===== src/sv/amt_pkg.sv =====
// Shared types and constants for the adaptive mean threshold block.
`default_nettype none
package amt_pkg;
   localparam int PIX_BITS    = 8;
   localparam int RAD_BITS    = 2;
   localparam int WEIGHT_BITS = 9;
   localparam int DIM_BITS    = 11;
   localparam int SUM_BITS    = 14;                  // 49 * 255 fits
   localparam int DIV_CNT_BITS = 4;
   localparam int PROD_BITS   = WEIGHT_BITS + SUM_BITS;
   localparam int CMP_BITS    = PIX_BITS + 8;         // pixel * 256
   localparam int AREA_BITS   = 6;
   localparam int WIN_BITS    = 3;
   localparam int CSR_IDX_BITS = 2;
   localparam int MAX_HEIGHT  = 1024;
   localparam int ROW_BITS    = 10;

   localparam logic [PIX_BITS-1:0] PIX_ON  = 8'd255;
   localparam logic [PIX_BITS-1:0] PIX_OFF = 8'd0;

   // Register indexes on the csr port
   localparam logic [CSR_IDX_BITS-1:0] CSR_RADIUS = 2'd0;
   localparam logic [CSR_IDX_BITS-1:0] CSR_WEIGHT = 2'd1;
   localparam logic [CSR_IDX_BITS-1:0] CSR_WIDTH  = 2'd2;
   localparam logic [CSR_IDX_BITS-1:0] CSR_HEIGHT = 2'd3;

   localparam logic [RAD_BITS-1:0]    RADIUS_RST = 2'd2;
   localparam logic [WEIGHT_BITS-1:0] WEIGHT_RST = 9'd230;
   localparam logic [DIM_BITS-1:0]    WIDTH_RST  = 11'd640;
   localparam logic [DIM_BITS-1:0]    HEIGHT_RST = 11'd480;

   // Controller to datapath commands
   typedef struct packed {
      logic setup;      // recompute frame size terms
      logic csr_write;
      logic accept;     // input transaction taken
      logic win_step;   // issue one window read
      logic win_flush;  // last accumulate, clear divider
      logic div_step;
      logic mul;
      logic emit;       // load result register
   } cmd_type;

   // Datapath to controller status
   typedef struct packed {
      logic due;        // accepted item yields a result
      logic win_last;
      logic div_last;
   } status_type;
endpackage
`default_nettype wire


===== src/sv/amt_ctrl.sv =====
// Controller: sequences accept, window sum, divide, multiply and result hand-off.
`default_nettype none
module amt_ctrl (
   input  wire logic                 clock,
   input  wire logic                 reset,
   input  wire logic                 req_valid,
   output logic                      req_ready,
   input  wire logic                 csr_valid,
   output logic                      csr_ready,
   input  wire logic                 rsp_valid,
   input  wire logic                 rsp_ready,
   input  wire amt_pkg::status_type  status,
   output amt_pkg::cmd_type          cmd
);
   typedef enum logic [2:0] {
      ST_SETUP, ST_IDLE, ST_SUM, ST_FLUSH, ST_DIV, ST_MUL, ST_OUT
   } state_type;

   state_type state_ff, state_in;
   logic      slot_free;

   assign slot_free = !rsp_valid || rsp_ready;
   assign csr_ready = state_ff == ST_IDLE;
   assign req_ready = (state_ff == ST_IDLE) && !csr_valid;

   // Next state and commands
   always_comb begin
      state_in = state_ff;
      cmd      = '0;
      case (state_ff)
         ST_SETUP: begin
            cmd.setup = 1'b1;
            state_in  = ST_IDLE;
         end
         ST_IDLE: begin
            if (csr_valid) begin
               cmd.csr_write = 1'b1;
               state_in      = ST_SETUP;
            end else if (req_valid) begin
               cmd.accept = 1'b1;
               if (status.due)
                  state_in = ST_SUM;
            end
         end
         ST_SUM: begin
            cmd.win_step = 1'b1;
            if (status.win_last)
               state_in = ST_FLUSH;
         end
         ST_FLUSH: begin
            cmd.win_flush = 1'b1;
            state_in      = ST_DIV;
         end
         ST_DIV: begin
            cmd.div_step = 1'b1;
            if (status.div_last)
               state_in = ST_MUL;
         end
         ST_MUL: begin
            cmd.mul  = 1'b1;
            state_in = ST_OUT;
         end
         ST_OUT: begin
            if (slot_free) begin
               cmd.emit = 1'b1;
               state_in = ST_IDLE;
            end
         end
         default: state_in = ST_SETUP;
      endcase
   end

   always_ff @(posedge clock) begin
      if (reset) begin
         state_ff <= ST_SETUP;
      end else begin
         state_ff <= state_in;
      end
   end

   a_one_cmd: assert property (@(posedge clock) disable iff (reset)
      $onehot0({cmd.setup, cmd.csr_write, cmd.accept, cmd.win_step,
                cmd.win_flush, cmd.div_step, cmd.mul, cmd.emit}))
      else $error("overlapping commands");
   a_setup_after_csr: assert property (@(posedge clock) disable iff (reset)
      cmd.csr_write |=> cmd.setup) else $error("setup missed after csr write");
   a_sum_after_due: assert property (@(posedge clock) disable iff (reset)
      (cmd.accept && status.due) |=> cmd.win_step) else $error("window walk missed");
endmodule
`default_nettype wire


===== config.mk =====
export PLATFORM = sky130hd
export DESIGN_NAME = amt_ctrl
export DESIGN_NICKNAME = d
export VERILOG_FILES = /design/src/sv/amt_pkg.sv /design/src/sv/amt_ctrl.sv
export SDC_FILE = /design/constraint.sdc
export NUM_CORES = 1
export LEC_CHECK = 0
export BUFFER_PORTS_ARGS = -buffer_cell sky130_fd_sc_hd__buf_2
export CORE_AREA = 8 8 45 47
export CTS_BUF_LIST = sky130_fd_sc_hd__clkbuf_16
export DETAILED_ROUTE_END_ITERATION = 12
export DIE_AREA = 0 0 53 55
export PLACE_DENSITY = 0.57
export REMOVE_ABC_BUFFERS = 1
export SYNTH_ARGS = -nofsm -noshare
export SYNTH_HDL_FRONTEND = slang
export SYNTH_SLANG_ARGS = --single-unit

===== constraint.sdc =====
create_clock -name clock -period 3.7 [get_ports clock]
set_clock_uncertainty 0.2 [all_clocks]
set_input_delay 0.74 -clock clock [delete_from_list [all_inputs] [get_ports clock]]
set_output_delay 0.74 -clock clock [all_outputs]
set_load 0.01 [all_outputs]

-- Word level (Yosys, flattened, before mapping)
Index checks and enable logic that the tools add are counted.
- input port bits: 9
- bits in latches: 0
- memories: 0
- logic and storage cells: 36
- memory bits (writable): 0
- register bits: 3
- output and inout port bits: 10
- ROM bits: 0
- multipliers: 0
- order comparisons: 0
- bitwise gates (word level): 0
- eq/ne operators: 11
- muxes and demuxes: 18
- add/sub/neg operators: 0
- shifts and indexed selects: 0
- reduce and logical (&&, ||, !) cells: 6
- divide/modulo/power cells: 0
- operators with widths (cell ; number):
    3-bit one-hot mux with 7 select lines ; 1
    3-bit 2-to-1 mux ; 6
    1-bit 2-to-1 mux ; 10
    3-bit equality test (second input constant) ; 3
    3-bit by 2-bit equality test with 1-bit output (second input constant) ; 2
    2-bit != test (second input constant) ; 3
    5-bit AND reduction ; 1
    3-bit by 1-bit equality test with 1-bit output (second input constant) ; 1
    3-bit zero test ; 1
    3-bit by 2-bit != test with 1-bit output (second input constant) ; 1
    3-bit != test (second input constant) ; 1
    1-bit zero test ; 2
    2-bit 2-to-1 mux ; 1
    1-bit logical AND ; 1
    1-bit logical OR ; 1

-- Longest topological paths before layout
- word-level depth: 4
- mapped depth: 4
- gate-level depth less buffers: 3

-- Worst setup path after synthesis
OpenSTA, ideal clock, no wires.
- path type: register to output
- start: register state_ff[2]
- end: output cmd[5] (netlist bit)
- setup slack: 1.586 ns
- buffers on the path: 1
- required time: 2.760 ns
- cell stages (with the launch flop): 5
- arrival time: 1.174 ns
- cells stage by stage: dfxtp_1 buf_6 nor3b_2 nor2b_1 and2_1
- RTL lines (item ; RTL line ; RTL):
    start: declaration ; amt_ctrl.sv:19 ; state_type state_ff, state_in;
    start signal: assignment ; amt_ctrl.sv:77 ; state_ff <= state_in;
    end: declaration ; amt_ctrl.sv:13 ; output amt_pkg::cmd_type cmd

==> results.py <==
metrics = {
    "grt": {
        "track_usage_pct": 6.71,
        "grt_pass1_wl_um": 1350,
        "grt_max_degree": 11,
        "first_global_vias": 325,
        "antenna_found_initial": 0,
        "grt_overflow_total": 0,
    },
    "clocking": {
        "ctsResizeCount": 0,
        "cts-buffers-inserted": 3,
        "htree_num_levels": 1,
        "cts_root_buf": "clkbuf_16",
        "cts_tree": "yes",
        "clock_sinks": 3,
        "clk_path_buf_depth": 2,
        "clk_latency_ns": 0.22,
        "post_cts_buffers": 0,
        "cts.clk_slew.worst_paths_ns": 0.03,
        "cts_hold_buffers": 0,
    },
    "die": {
        "core_um2": 1380,
        "pin_count": 19,
        "die_x_um": 53,
        "fp.dieArea_um2": 2920,
        "fp-row-count": 14,
        "initial_core_util_pct": 18.9,
        "die_h_um": 55,
    },
    "sta": {
        "fmax_ghz": 0.438,
        "hold_viol": 0,
        "period_share_pct": 61.7,
        "maxSlewHeadroom_pct": 78.8,
        "slew_viol_final": 0,
        "worst_pin_slew_ns": 0.318,
        "rsz0062_at_grt": "no",
        "tns_ns": 0,
        "setup_viol": 0,
        "fin_hold_ws_ns": 0.497,
        "period_minus_slack_ns": 2.28,
    },
    "routing": {
        "route.met2.wl_um": 370,
        "vias": 312,
        "routed.top_layer": "met4",
        "drt-pass1-iter-count": 3,
        "via_per_inst": 4.52,
        "routed_wl_um": 784,
        "wl_met3_um": 99,
        "drc_errors": 0,
        "wl_per_cell_um": 11.4,
        "ant_nets": 0,
        "drtIter0Drc": 2,
        "route.layer.met1.wl_um": 282,
    },
    "placement": {
        "globalplace.congestion": 0.661,
        "hpwl_um": 637,
        "port_buffers": 18,
        "dp.cells": 65,
    },
    "synthesis": {
        "yosys_register_bits": 3,
        "ys_seq_area_share_pct": 23.0,
        "yosysUniqueCellTypes": 19,
        "yosys_warnings": 0,
        "synth.cell_area_um2": 262,
        "synth_cells": 32,
        "avgSynthCellArea_um2": 8.17,
    },
    "min_path": {
        "hold_end": "state_ff[0]$_SDFFE_PP0P_",
        "hold_class": "reg -> reg",
        "holdPathStages": 2,
        "min_from": "state_ff[0]$_SDFFE_PP0P_",
    },
    "setup_path": {
        "critPathSlowestCell": "dfxtp_1",
        "worstPathRequired_ns": 2.76,
        "endpoint_kind": "output port",
        "path_max_fanout": 9,
        "start_kind": "register",
        "path_class": "reg -> out",
        "timing.rr.start": "state_ff[2]$_SDFFE_PP0P_",
        "path_cells": "nor3b_2 -> nor2b_1 -> and2_1 -> buf_2",
        "r2r-end": "state_ff[0]$_SDFFE_PP0P_",
        "arrival_ns": 1.34,
        "ff2ff_path_depth": 3,
        "max_stage_delay_ns": 0.44,
        "ff2ff_setup_slack_ns": 2.30,
    },
    "finish": {
        "fin_cells": 69,
        "diodes": 0,
        "largest_register_ffs": 3,
        "drive_above_1_share_pct": 45.3,
        "largest_register": "state_ff",
        "seq_area_um2": 60.1,
        "area_delta_synth_final_pct": 67.9,
        "multi_input_area_um2": 186,
        "nets": 63,
        "reg_top3": "state_ff: 3 flops",
        "fillers": 148,
    },
    "power_and_ir_drop": {
        "powerDensity_nw_per_um2": 528,
        "p_leak_nw": 0.225,
        "ir_drop_uv": 237,
    },
    "job": {
        "drv_cap": 0,
    },
    "run_status": {
        "status": "finished, final reports clean",
    },
}
-- power by group --
part	internal, mW	switching, mW	total, mW
Clock	0.139	0.0299	0.169
Sequential	0.0342	0.00328	0.0375
Combinational	0.0137	0.0114	0.0251
Total	0.187	0.0446	0.232
-- metal layers --
layer | up-vias | GRT usage (%)
li1 | 156 | -
met1 | 142 | 5.14
met2 | 10 | 10.5
met3 | 4 | 4.55
met4 | 0 | 7.76
met5 | - | 0
-- logic make-up after synthesis --
family | share of synthesized area, %
simple gates | 47.4
compound gates | 23.9
flops | 23.0
buf+inv | 5.74
-- cell type report --
class / instances / share of cell area (%)
tap: 16 / 4.56
clock inverter: 1 / 0.855
sequential: 3 / 13.7
timing repair buffer: 18 / 20.5
inverter: 1 / 0.855
multi-input combinational: 27 / 42.5
clock buffer: 3 / 17.1
-- synth_stat cells --
| master | count | area (um2) |
|---|---|---|
| o21ba_2 | 1 | 10.0 |
| nand2b_1 | 1 | 6.26 |
| o21ai_0 | 2 | 10.0 |
| a21oi_1 | 2 | 10.0 |
| a21o_1 | 1 | 7.51 |
| nor2b_1 | 6 | 37.5 |
| dfxtp_1 | 3 | 60.1 |
| and3b_1 | 1 | 8.76 |
| a2111oi_2 | 1 | 15.0 |
| nor3_1 | 2 | 10.0 |
| or3b_1 | 1 | 8.76 |
| inv_1 | 1 | 3.75 |
| nor3b_1 | 1 | 7.51 |
| buf_6 | 1 | 11.3 |
| and2_1 | 3 | 18.8 |
| and3_1 | 1 | 6.26 |
| nor3b_2 | 1 | 12.5 |
| nor2_1 | 2 | 7.51 |
| a2111oi_1 | 1 | 10.0 |
-- worst max-delay path: cells and delay by family (launching register included) --
family        cells  cell delay [ns]
simple gates      3             0.55
flops             1             0.44
buf+inv           1             0.12
-- placed cells by master, fill, tap and decap left out, drive strengths merged, types with 2 or more instances in the layout --
master and count:
nor2b 6, clkbuf 3, nor3 2, and2 3, a2111oi 2, nor2 2
inv 2, buf 18, a21oi 2, o21ai 2, dfxtp 3, nor3b 2
-- through the flow --
stage / util, % / worst slack [ns] / instance area [um2] / power [mW]
after CTS: 31.7 / 1.41 / 439 / 0.235
after global placement: 26.0 / 1.51 / 360 / 0.0631
after global routing: 31.7 / 1.28 / 439 / 0.242
after floorplan: - / 1.60 / 250 / 0.0510
after detailed placement: 26.0 / 1.51 / 360 / 0.0634
final: 31.7 / 1.42 / 439 / 0.232
-- worst max-delay path by stage --
stage	start	to	cells after the start
3_5_place_dp	rsp_valid	cmd[0]	4
4_1_cts	state_ff[0]$_SDFFE_PP0P_	cmd[5]	4
5_1_grt	state_ff[0]$_SDFFE_PP0P_	cmd[5]	4
3_3_place_gp	rsp_valid	cmd[0]	4
2_1_floorplan	state_ff[0]$_SDFFE_PP0P_	cmd[5]	3
6_report	state_ff[0]$_SDFFE_PP0P_	cmd[5]	4
Power figures use the tool's default switching activity.
